`config.mk`:
```
export PLATFORM = sky130hd
export DESIGN_NAME = utc_to_local_date_time_unit
export DESIGN_NICKNAME = d
export VERILOG_FILES = /design/src/sv/utc_ldt_pkg.sv /design/src/sv/utc_to_local_date_time_unit.sv
export SDC_FILE = /design/constraint.sdc
export NUM_CORES = 1
export LEC_CHECK = 0
export ABC_AREA = 1
export BUFFER_PORTS_ARGS = -buffer_cell sky130_fd_sc_hd__buf_2
export CORE_AREA = 4 4 103 105
export CTS_CLUSTER_DIAMETER = 100
export DETAILED_ROUTE_END_ITERATION = 16
export DIE_AREA = 0 0 107 109
export PLACE_DENSITY = 0.77
export SETUP_SLACK_MARGIN = 0.5
export SYNTH_ARGS = -nofsm -noshare
export SYNTH_HDL_FRONTEND = slang
export SYNTH_SLANG_ARGS = --single-unit
```
`constraint.sdc`:
```
create_clock -name i_clk -period 3.65 [get_ports i_clk]
set_clock_uncertainty 0.05 [all_clocks]
set_input_delay 0.5475 -clock i_clk [delete_from_list [all_inputs] [get_ports i_clk]]
set_output_delay 0.5475 -clock i_clk [all_outputs]
set_load 0.005 [all_outputs]
```
`src/sv/utc_ldt_pkg.sv`:
```
`timescale 1ns / 1ps

package utc_ldt_pkg;

    // Field widths
    localparam int YEAR_W   = 7;
    localparam int MONTH_W  = 4;
    localparam int DAY_W    = 5;
    localparam int HOUR_W   = 5;
    localparam int MINUTE_W = 6;
    localparam int SECOND_W = 6;
    localparam int TZ_W     = 5;

    // Signed working width of hour + offset (range -16..46)
    localparam int HSUM_W = 7;

    typedef logic [YEAR_W-1:0]          t_year;
    typedef logic [MONTH_W-1:0]         t_month;
    typedef logic [DAY_W-1:0]           t_day;
    typedef logic [HOUR_W-1:0]          t_hour;
    typedef logic [MINUTE_W-1:0]        t_minute;
    typedef logic [SECOND_W-1:0]        t_second;
    typedef logic signed [TZ_W-1:0]     t_tz;
    typedef logic signed [HSUM_W-1:0]   t_hsum;

    localparam t_hsum HOURS_PER_DAY = 7'sd24;

    // Month codes
    localparam t_month MONTH_JAN = 4'd1;
    localparam t_month MONTH_FEB = 4'd2;
    localparam t_month MONTH_APR = 4'd4;
    localparam t_month MONTH_JUN = 4'd6;
    localparam t_month MONTH_SEP = 4'd9;
    localparam t_month MONTH_NOV = 4'd11;
    localparam t_month MONTH_DEC = 4'd12;

    // Month lengths
    localparam t_day DAYS_FEB      = 5'd28;
    localparam t_day DAYS_FEB_LEAP = 5'd29;
    localparam t_day DAYS_SHORT    = 5'd30;
    localparam t_day DAYS_LONG     = 5'd31;
    localparam t_day DAY_FIRST     = 5'd1;

    // Year 2100 as an offset from 2000: divisible by 4 but not a leap year
    localparam t_year YEAR_CENTURY = 7'd100;

    // Gregorian rule on year+2000; year is 1..127 on the valid path, so the
    // only century inside the range is 2100
    function automatic logic f_is_leap(input t_year year);
        f_is_leap = (year[1:0] == 2'b00) && (year != YEAR_CENTURY);
    endfunction

    // Days in a month; codes outside the calendar count as long months
    function automatic t_day f_month_len(input t_month month, input logic leap);
        t_day len;
        case (month)
            MONTH_APR, MONTH_JUN, MONTH_SEP, MONTH_NOV: len = DAYS_SHORT;
            MONTH_FEB: len = leap ? DAYS_FEB_LEAP : DAYS_FEB;
            default:   len = DAYS_LONG;
        endcase
        f_month_len = len;
    endfunction

endpackage

```
`src/sv/utc_to_local_date_time_unit.sv`:
```
`timescale 1ns / 1ps

// Channel   Direction  Handshake                  Payload
// --------  ---------  -------------------------  --------------------------------------
// request   in         i_valid / o_in_stall       i_year_in .. i_second_in
// result    out        o_out_valid / i_out_stall  o_year_out .. o_second_out
// config    in         i_cfg_wr_en                i_cfg_wr_data (signed hour offset)
//
// Three register stages: hour add and shift direction, month lengths and
// rollover flags, then the final date select into the output register.
// One request per cycle while o_in_stall is low; an accepted request passes through
// stage 1, stage 2 and the output register before it shows on o_out_valid.
// Each stage loads when it is empty or the stage after it moves, so bubbles
// collapse and the request side stalls only when all three stages are full
// and the result is stalled. Reset (synchronous, active low) empties the
// pipeline and sets the offset to zero.
module utc_to_local_date_time_unit
    import utc_ldt_pkg::*;
(
    input  logic          i_clk,
    input  logic          i_rst_n,

    input  logic          i_cfg_wr_en,
    input  t_tz           i_cfg_wr_data,

    input  logic          i_valid,
    output logic          o_in_stall,
    input  t_year         i_year_in,
    input  t_month        i_month_in,
    input  t_day          i_day_in,
    input  t_hour         i_hour_in,
    input  t_minute       i_minute_in,
    input  t_second       i_second_in,

    output logic          o_out_valid,
    input  logic          i_out_stall,
    output t_year         o_year_out,
    output t_month        o_month_out,
    output t_day          o_day_out,
    output t_hour         o_hour_out,
    output t_minute       o_minute_out,
    output t_second       o_second_out
);

    // Offset register
    t_tz r_tz;

    always_ff @(posedge i_clk) begin
        if (!i_rst_n) begin
            r_tz <= '0;
        end else if (i_cfg_wr_en) begin
            r_tz <= i_cfg_wr_data;
        end
    end

    // Stage enables
    logic r_v1, r_v2, r_v3;
    logic adv1, adv2, adv3;

    assign adv3       = !r_v3 || !i_out_stall;
    assign adv2       = !r_v2 || adv3;
    assign adv1       = !r_v1 || adv2;
    assign o_in_stall = !adv1;

    always_ff @(posedge i_clk) begin
        if (!i_rst_n) begin
            r_v1 <= 1'b0;
            r_v2 <= 1'b0;
            r_v3 <= 1'b0;
        end else begin
            if (adv1) r_v1 <= i_valid;
            if (adv2) r_v2 <= r_v1;
            if (adv3) r_v3 <= r_v2;
        end
    end

    // ---------------- Stage 1: hour add, shift direction ----------------
    t_hsum n_sum;
    t_hsum n_sum_fwd;
    t_hsum n_sum_bwd;
    logic  n_bad;
    logic  n_fwd;
    logic  n_bwd;
    t_hour n_hour;

    assign n_sum     = $signed({2'b00, i_hour_in}) + $signed({{2{r_tz[TZ_W-1]}}, r_tz});
    assign n_sum_fwd = n_sum - HOURS_PER_DAY;
    assign n_sum_bwd = n_sum + HOURS_PER_DAY;
    assign n_bad     = (i_year_in == '0) || (i_month_in == '0) || (i_day_in == '0);
    assign n_fwd     = !n_bad && (n_sum >= HOURS_PER_DAY);
    assign n_bwd     = !n_bad && (n_sum < 0);

    always_comb begin
        if (n_bad) begin
            n_hour = i_hour_in;
        end else if (n_fwd) begin
            n_hour = n_sum_fwd[HOUR_W-1:0];
        end else if (n_bwd) begin
            n_hour = n_sum_bwd[HOUR_W-1:0];
        end else begin
            n_hour = n_sum[HOUR_W-1:0];
        end
    end

    t_year   r1_year;
    t_month  r1_month;
    t_day    r1_day;
    t_hour   r1_hour;
    t_minute r1_minute;
    t_second r1_second;
    logic    r1_fwd, r1_bwd;

    always_ff @(posedge i_clk) begin
        if (adv1) begin
            r1_year   <= i_year_in;
            r1_month  <= i_month_in;
            r1_day    <= i_day_in;
            r1_hour   <= n_hour;
            r1_minute <= i_minute_in;
            r1_second <= i_second_in;
            r1_fwd    <= n_fwd;
            r1_bwd    <= n_bwd;
        end
    end

    // ---------------- Stage 2: month lengths, rollover flags ----------------
    logic   n_leap;
    t_month n_prev_mon;
    t_day   n_len_cur;
    t_day   n_len_prev;
    logic   n_roll;
    logic   n_first;

    assign n_leap     = f_is_leap(r1_year);
    assign n_prev_mon = r1_month - MONTH_JAN;
    assign n_len_cur  = f_month_len(r1_month, n_leap);
    assign n_len_prev = f_month_len(n_prev_mon, n_leap);
    // day + 1 > length, i.e. day >= length
    assign n_roll     = (r1_day >= n_len_cur);
    assign n_first    = (r1_day == DAY_FIRST);

    t_year   r2_year;
    t_month  r2_month;
    t_day    r2_day;
    t_hour   r2_hour;
    t_minute r2_minute;
    t_second r2_second;
    logic    r2_fwd, r2_bwd;
    logic    r2_roll, r2_first;
    t_day    r2_len_prev;

    always_ff @(posedge i_clk) begin
        if (adv2) begin
            r2_year     <= r1_year;
            r2_month    <= r1_month;
            r2_day      <= r1_day;
            r2_hour     <= r1_hour;
            r2_minute   <= r1_minute;
            r2_second   <= r1_second;
            r2_fwd      <= r1_fwd;
            r2_bwd      <= r1_bwd;
            r2_roll     <= n_roll;
            r2_first    <= n_first;
            r2_len_prev <= n_len_prev;
        end
    end

    // ---------------- Stage 3: date select ----------------
    t_year  n_year;
    t_month n_month;
    t_day   n_day;

    always_comb begin
        n_year  = r2_year;
        n_month = r2_month;
        n_day   = r2_day;
        if (r2_fwd) begin
            if (r2_roll) begin
                n_day = DAY_FIRST;
                if (r2_month == MONTH_DEC) begin
                    n_month = MONTH_JAN;
                    n_year  = r2_year + 1'b1;
                end else begin
                    n_month = r2_month + 1'b1;
                end
            end else begin
                n_day = r2_day + 1'b1;
            end
        end else if (r2_bwd) begin
            if (r2_first) begin
                n_day = r2_len_prev;
                // January steps back into December of the previous year
                if (r2_month == MONTH_JAN) begin
                    n_month = MONTH_DEC;
                    n_year  = r2_year - 1'b1;
                end else begin
                    n_month = r2_month - 1'b1;
                end
            end else begin
                n_day = r2_day - 1'b1;
            end
        end
    end

    // Output register
    t_year   r_year_out;
    t_month  r_month_out;
    t_day    r_day_out;
    t_hour   r_hour_out;
    t_minute r_minute_out;
    t_second r_second_out;

    always_ff @(posedge i_clk) begin
        if (adv3) begin
            r_year_out   <= n_year;
            r_month_out  <= n_month;
            r_day_out    <= n_day;
            r_hour_out   <= r2_hour;
            r_minute_out <= r2_minute;
            r_second_out <= r2_second;
        end
    end

    assign o_out_valid  = r_v3;
    assign o_year_out   = r_year_out;
    assign o_month_out  = r_month_out;
    assign o_day_out    = r_day_out;
    assign o_hour_out   = r_hour_out;
    assign o_minute_out = r_minute_out;
    assign o_second_out = r_second_out;

endmodule

```
==> impl_metrics.py, run 1 <==
metrics = {
    "critical_path": {
        "worstSetupStartpoint": "r_tz[0]",
        "r2r-end": "r1_hour[4]",
        "crit_arrival_ps": 2650,
        "r2r_slack_ps": 1210,
        "endpoint_kind": "register",
        "critPathMaxFanout": 4,
        "crit_end": "r1_hour[4]",
        "critPathRequiredTime_ps": 3860,
        "start_kind": "register",
        "ff2ff_path_depth": 14,
        "critPathKind": "reg2reg",
        "worstReg2RegStart": "r_tz[0]",
    },
    "placement": {
        "gp_congestion": 0.913,
        "placed_area_um2": 5460,
        "dp_slack_ps": 911,
        "dp_hpwl_um": 6150,
        "dp_cells": 605,
        "io_buffers": 77,
    },
    "layout": {
        "nets": 551,
        "drive_gt1_share_pct": 25.8,
        "fill_cells": 732,
        "diodes": 0,
        "final_area_um2": 6090,
        "post_layout_nonfiller_instances": 637,
        "area.growth.synth_to_final_pct": 24.8,
    },
    "synth": {
        "ys.warnings.count": 0,
        "synth_area_leader_cell": "edfxtp_1",
        "async_reset_ff_share_pct": 0,
        "synth-main-ff-cell": "edfxtp_1",
        "synth-edff-count": 107,
        "synth_nets": 453,
        "synth.area.top_cells": "edfxtp_1, nand2_1, ha_1, inv_1, dfxtp_1",
        "synth_area_um2": 4880,
        "syn_area_per_cell_um2": 12.4,
        "yosysSeqAreaShare_pct": 69.1,
        "synth_top_cell_area_share_pct": 65.9,
        "postSynthCellCount": 393,
        "yosysUniqueCellTypes": 40,
        "ys_ff_latch": 115,
    },
    "clock_tree": {
        "clock_latency_ps": 500,
        "cts_made_buffers": 17,
        "post_cts_resized": 0,
        "ctsHoldBuffers": 0,
        "htree_levels": 4,
        "clk_pin_slew_worst_paths_ps": 60,
        "post_cts_buffers": 0,
        "cts_tree": "done",
        "cts.sinks": 115,
        "clock_path_buffers": 2,
        "cts-root-buf": "clkbuf_8",
    },
    "floorplan": {
        "initial_core_util_pct": 50.6,
        "die_w_um": 107,
        "dieArea_um2": 11700,
        "core_um2": 9640,
        "die_y_um": 109,
        "rows": 36,
        "ios": 78,
    },
    "global_routing": {
        "grt_pass1_vias": 3170,
        "grt_pass1_wl_um": 14200,
        "grt_start_max_net_pins": 41,
        "grt_usage_pct": 15.8,
        "antenna_found_initial": 0,
        "overflow": 0,
    },
    "detailed_routing": {
        "drc_errors": 0,
        "ant_nets": 0,
        "wl_per_cell_um": 13.5,
        "routed_wl_um": 8630,
        "viasPerCell": 4.98,
        "drtIter0Drc": 150,
        "vias": 3170,
        "drt_first_pass_iters": 4,
    },
    "run": {
        "cap_violations": 0,
    },
    "sta": {
        "worst_slack_ps": 1210,
        "setup_viol": 0,
        "fmaxAchievable_ghz": 0.409,
        "rsz0062_at_grt": "false",
        "finalMaxSlewViolations": 0,
        "fin_crit_ps": 2440,
        "tightest_slew_ps": 514,
        "fin_tns_setup_ps": 0,
        "hold_viol": 0,
        "timing.hold.ws_ps": 163,
        "slew_headroom_pct": 65.7,
        "fin_crit_sh_pct": 66.9,
    },
    "power": {
        "total_leakage_power_nw": 2.67,
        "switching_share_pct": 23.1,
        "ir_drop_mv": 0.321,
        "internal_power_mw": 2.87,
        "seqPwrFrac_pct": 44.5,
        "power_frac_clock_pct": 47.0,
        "combPwrFrac_pct": 8.5,
        "p_sw_uw": 864,
        "power_density_nw_per_um2": 613,
    },
    "min_path": {
        "hold_path.class": "in2reg",
    },
    "status": {
        "status": "finished clean",
    },
}
[worst min-delay path by stage]
stage,depth (start not counted),slack [ps],start,to
final,1,160,i_minute_in[4],r1_minute[4]
after floorplan,0,350,r2_hour[0],o_hour_out[0]
after detailed placement,0,350,r2_second[5],o_second_out[5]
after global placement,0,350,r2_minute[4],o_minute_out[4]
after CTS,1,150,i_minute_in[4],r1_minute[4]
after global routing,1,140,i_second_in[3],r1_second[3]
[power by group through the flow]
stage	clock [mW]	combinational (mW)	sequential [mW]
floorplan	0	0.173	1.68
CTS	1.77	0.318	1.66
finish	1.76	0.316	1.66
global placement	0	0.297	1.68
detailed placement	0	0.313	1.69
global route	1.84	0.361	1.67
[stage by stage]
stage                     power, mW  util [%]
after floorplan                1.85         -
after global placement         1.98      56.6
after detailed placement       2.00      56.6
after CTS                      3.75      63.1
after global routing           3.88      63.1
final                          3.73      63.1
[Yosys cell counts (8+ instances only)]
library cell  instances
nand3_1              17
o21ai_0              26
ha_1                 16
inv_1                50
nand2_1              63
edfxtp_1            107
a21oi_1               9
nor2_1               32
nand4_1               8
dfxtp_1               8
xor2_1               13
[kinds of logic (layout without fill, tap and decap cells)]
family | count (synthesis) | count (layout) | share of synthesized area [%]
AND/OR/NAND/NOR | 139 | 139 | 13.2
flip-flops | 115 | 115 | 69.1
buffers and inverters | 58 | 169 | 4.49
AO/OA/AOI/OAI | 49 | 49 | 5.85
adder cells (fa/ha/maj) | 17 | 17 | 4.51
XOR/XNOR | 15 | 15 | 2.85
[layout make-up]
cell class | instances | area, µm² | area share, %
sequential | 115 | 3370 | 55.4
multi-input combinational | 220 | 1290 | 21.2
clock buffer | 17 | 414 | 6.80
timing repair buffer | 80 | 408 | 6.70
inverter | 57 | 219 | 3.60
clock inverter | 15 | 218 | 3.58
tap | 133 | 166 | 2.73
[routing by layer]
layer | share of wire [%] | track usage, %
met5 | 0 | 0
met4 | 1.4 | 8.31
met3 | 6.2 | 4.97
met2 | 52 | 27.0
met1 | 40 | 17.8
[cell usage in the layout (no fill, tap or decap), drive strengths merged, types with 2 or more instances in the layout]
master	synthesis	final
edfxtp	107	107
buf	0	80
nand2	64	64
inv	56	64
nor2	34	34
o21ai	29	29
nand3	17	17
clkbuf	1	17
ha	16	16
xor2	14	14
nand4	10	10
a21oi	9	9
dfxtp	8	8
nor3	6	6
bufinv	0	4
nor4	4	4
clkinv	1	3
a2111oi	2	2
[worst max-delay path: stages, from the launching register on]
cell	delay, ps
dfxtp_1	320
ha_1	220
fa_1	430
nand2_1	80
nand3_1	80
nand2_1	70
nand2_1	60
and2_1	150
ha_1	180
o21ai_1	130
nand2_1	110
nand2_1	90
nand3_1	80
nand2_1	90
inv_1	50
Note: power is estimated with default switching activity, not from simulation.
==> run 2, diff against run 1 <==
--- a/config.mk
+++ b/config.mk
@@ -5,7 +5,7 @@
 export SDC_FILE = /design/constraint.sdc
 export NUM_CORES = 1
 export LEC_CHECK = 0
-export ABC_AREA = 1
+export ABC_AREA = 0
 export BUFFER_PORTS_ARGS = -buffer_cell sky130_fd_sc_hd__buf_2
 export CORE_AREA = 4 4 103 105
 export CTS_CLUSTER_DIAMETER = 100
==> constraint.sdc (replaced) <==
create_clock -name i_clk -period 2 [get_ports i_clk]
set_clock_uncertainty 0.05 [all_clocks]
set_input_delay 0.3 -clock i_clk [delete_from_list [all_inputs] [get_ports i_clk]]
set_output_delay 0.3 -clock i_clk [all_outputs]
set_load 0.005 [all_outputs]
==> run 2 against run 1 <==
  * Sequential cell count stayed put
  * The flow now finishes with violations (negative setup slack)
  * Clock-buffer cell count is 1 higher
  * Power is 75% higher
  * Critical path type unchanged
  * Global-route usage is 3.9 points higher
==> impl_metrics.py, run 2 <==
metrics = {
    "detailed_routing": {
        "drtIter0Drc": 208,
        "routed_wl_um": 11600,
        "viasPerCell": 5.29,
        "wl_per_cell_um": 17.6,
        "drt_first_pass_iters": 5,
        "ant_nets": 0,
        "vias": 3500,
        "drc_errors": 0,
    },
    "clock_tree": {
        "cts-root-buf": "clkbuf_8",
        "clock_latency_ps": 500,
        "clk_pin_slew_worst_paths_ps": 60,
        "clock_path_buffers": 2,
        "cts_tree": "done",
        "cts_made_buffers": 17,
        "cts.sinks": 115,
        "htree_levels": 4,
    },
    "layout": {
        "diodes": 0,
        "fill_cells": 560,
        "multiInputGateArea_um2": 1750,
        "final_area_um2": 7140,
        "utilization_pct": 74.1,
        "layout_common_cells": "edfxtp_1, buf_2, buf_4, dlygate4sd3_1, clkbuf_16",
        "area.growth.synth_to_final_pct": 47.5,
        "nets": 576,
        "final_common_cell": "edfxtp_1",
        "drive_gt1_share_pct": 46.7,
        "ff_latch_area_um2": 3380,
    },
    "critical_path": {
        "critPathRequiredTime_ps": 2190,
        "crit_arrival_ps": 2870,
        "critPathKind": "reg2reg",
        "crit_buf_inv": 0,
        "critPathMaxFanout": 4,
        "endpoint_kind": "register",
        "crit_family": "adder cells",
        "start_kind": "register",
        "path_cells": "ha_4 -> fa_2 -> a211oi_2 -> or3b_4 -> nand2_4 -> ha_4 -> o21ai_2 -> a22o_1 -> a22o_1 -> and3b_1 -> o31ai_2",
        "crit_slowest_cell": "fa_2",
        "critPathMaxStageDelay_ps": 360,
    },
    "floorplan": {
        "core_um2": 9640,
        "die_y_um": 109,
        "dieArea_um2": 11700,
        "rows": 36,
        "die_w_um": 107,
        "ios": 78,
        "initial_core_util_pct": 50.2,
    },
    "placement": {
        "io_buffers": 77,
        "dp_slack_ps": -876,
        "gp_congestion": 0.801,
        "placed_area_um2": 5730,
        "dp_hpwl_um": 6540,
    },
    "synth": {
        "yosysSeqAreaShare_pct": 69.6,
        "synth_top_cell_area_share_pct": 66.3,
        "yosysUniqueCellTypes": 57,
        "synth_area_um2": 4840,
        "syn_area_per_cell_um2": 14.5,
        "ys_ff_latch": 115,
        "synth-main-ff-cell": "edfxtp_1",
        "yosys.cell_count.top_type": "edfxtp_1",
        "synth.area.top_cells": "edfxtp_1, ha_1, dfxtp_1, a21oi_1, xor2_1",
        "synth_nets": 393,
        "postSynthCellCount": 333,
        "synth-edff-count": 107,
        "synth_area_leader_cell": "edfxtp_1",
        "async_reset_ff_share_pct": 0,
        "synth_commonest_cells": "edfxtp_1, nand2_1, a21oi_1",
        "ys.warnings.count": 0,
    },
    "run": {
        "cap_violations": 0,
    },
    "sta": {
        "fin_tns_setup_ps": -1840,
        "fin_crit_ps": 2680,
        "fmaxAchievable_ghz": 0.373,
        "slew_headroom_pct": 69.2,
        "finalMaxSlewViolations": 0,
        "hold_viol": 0,
        "worst_slack_ps": -680,
        "tightest_slew_ps": 458,
        "rsz0062_at_grt": "true",
        "fin_crit_sh_pct": 134,
        "setup_viol": 6,
    },
    "global_routing": {
        "grt_use_met3_pct": 4.44,
        "grt_pass1_wl_um": 17400,
        "grt_use_met1_pct": 20.8,
        "antenna_found_initial": 0,
        "overflow": 0,
        "busiest_layer": "met2",
        "grt_usage_pct": 19.7,
        "grt_use_met2_pct": 36.6,
        "grt_start_max_net_pins": 40,
        "grt_pass1_vias": 3588,
    },
    "power": {
        "total_power_mw": 6.52,
        "power_density_nw_per_um2": 913,
        "ir_drop_mv": 0.697,
        "total_leakage_power_nw": 2.92,
    },
    "min_path": {
        "hold_path.class": "in2reg",
    },
    "status": {
        "status": "finished, violations left",
        "violations": "negative setup slack",
    },
}
==> run 2: changes by cell type after synthesis, moves of 8 or more <==
| cell | change |
|---|---|
| nand2_1 | -43 |
| inv_1 | -35 |
| nor2_1 | -17 |
| o21ai_0 | -15 |
| nand3_1 | -11 |
| a21oi_1 | +8 |
| nor2b_1 | +8 |
==> run 2: repair_timing <==
item | in CTS | in global routing
setup buffers | 22 | 9
hold buffers | 31 | 0
pin swaps | 29 | 24
hold endpoints to repair | 31 | 0
resized for setup | 36 | 41
gates cloned | 0 | 0
endpoints found under the setup margin | 19 | 22
==> run 2: layout make-up <==
cell class	instances	share of cell area, %
Inverter	15	0.841
Clock buffer	18	5.85
Tap cell	133	2.33
Sequential cell	115	47.3
Multi-Input combinational cell	196	24.5
Timing Repair Buffer	171	17.4
Clock inverter	14	1.79
==> run 2: per-layer routing <==
metal  vias to the layer above  share of wire [%]
met5                         -                  0
met4                         0                2.5
met3                        26                5.4
met2                       133                 56
met1                      1694                 36
li1                       1647                  -
==> run 2: power by group <==
group | switching [mW] | total (mW) | internal [mW]
sequential | 0.104 | 2.98 | 2.88
combinational | 0.364 | 0.788 | 0.424
clock | 1.09 | 2.75 | 1.66
total | 1.56 | 6.52 | 4.96
==> run 2: final timing paths <==
path / startpoint / slack, ps / endpoint / cells past startpoint
worst max register to register: r_tz[0] / -680 / r1_hour[4] / 11
worst min register to register: r2_minute[3] / 370 / o_minute_out[3] / 0
worst max-delay path: r_tz[0] / -680 / r1_hour[4] / 11
worst min-delay path: i_cfg_wr_data[0] / 20 / r_tz[0] / 3
==> run 2: stage by stage <==
stage / hold slack (ps) / std cells
floorplan: 349 / 333
global placement: 352 / 568
detailed placement: 355 / 568
CTS: 8.24 / 653
global route: 12.9 / 662
finish: 20.1 / 662
==> run 2: tightest hold or removal path, cell delays in order <==
cell     delay [ps]
buf_2            70
mux2i_1          50
nor2b_1         100
==> run 2: logic make-up after synthesis <==
group           count (synthesis)  synth area share [%]
fa+ha+maj                      17                  4.55
simple gates                   90                  10.2
compound gates                 66                  9.35
flops                         115                  69.6
buf+inv                        22                  1.81
mux                             9                  1.94
xor+xnor                       14                  2.53
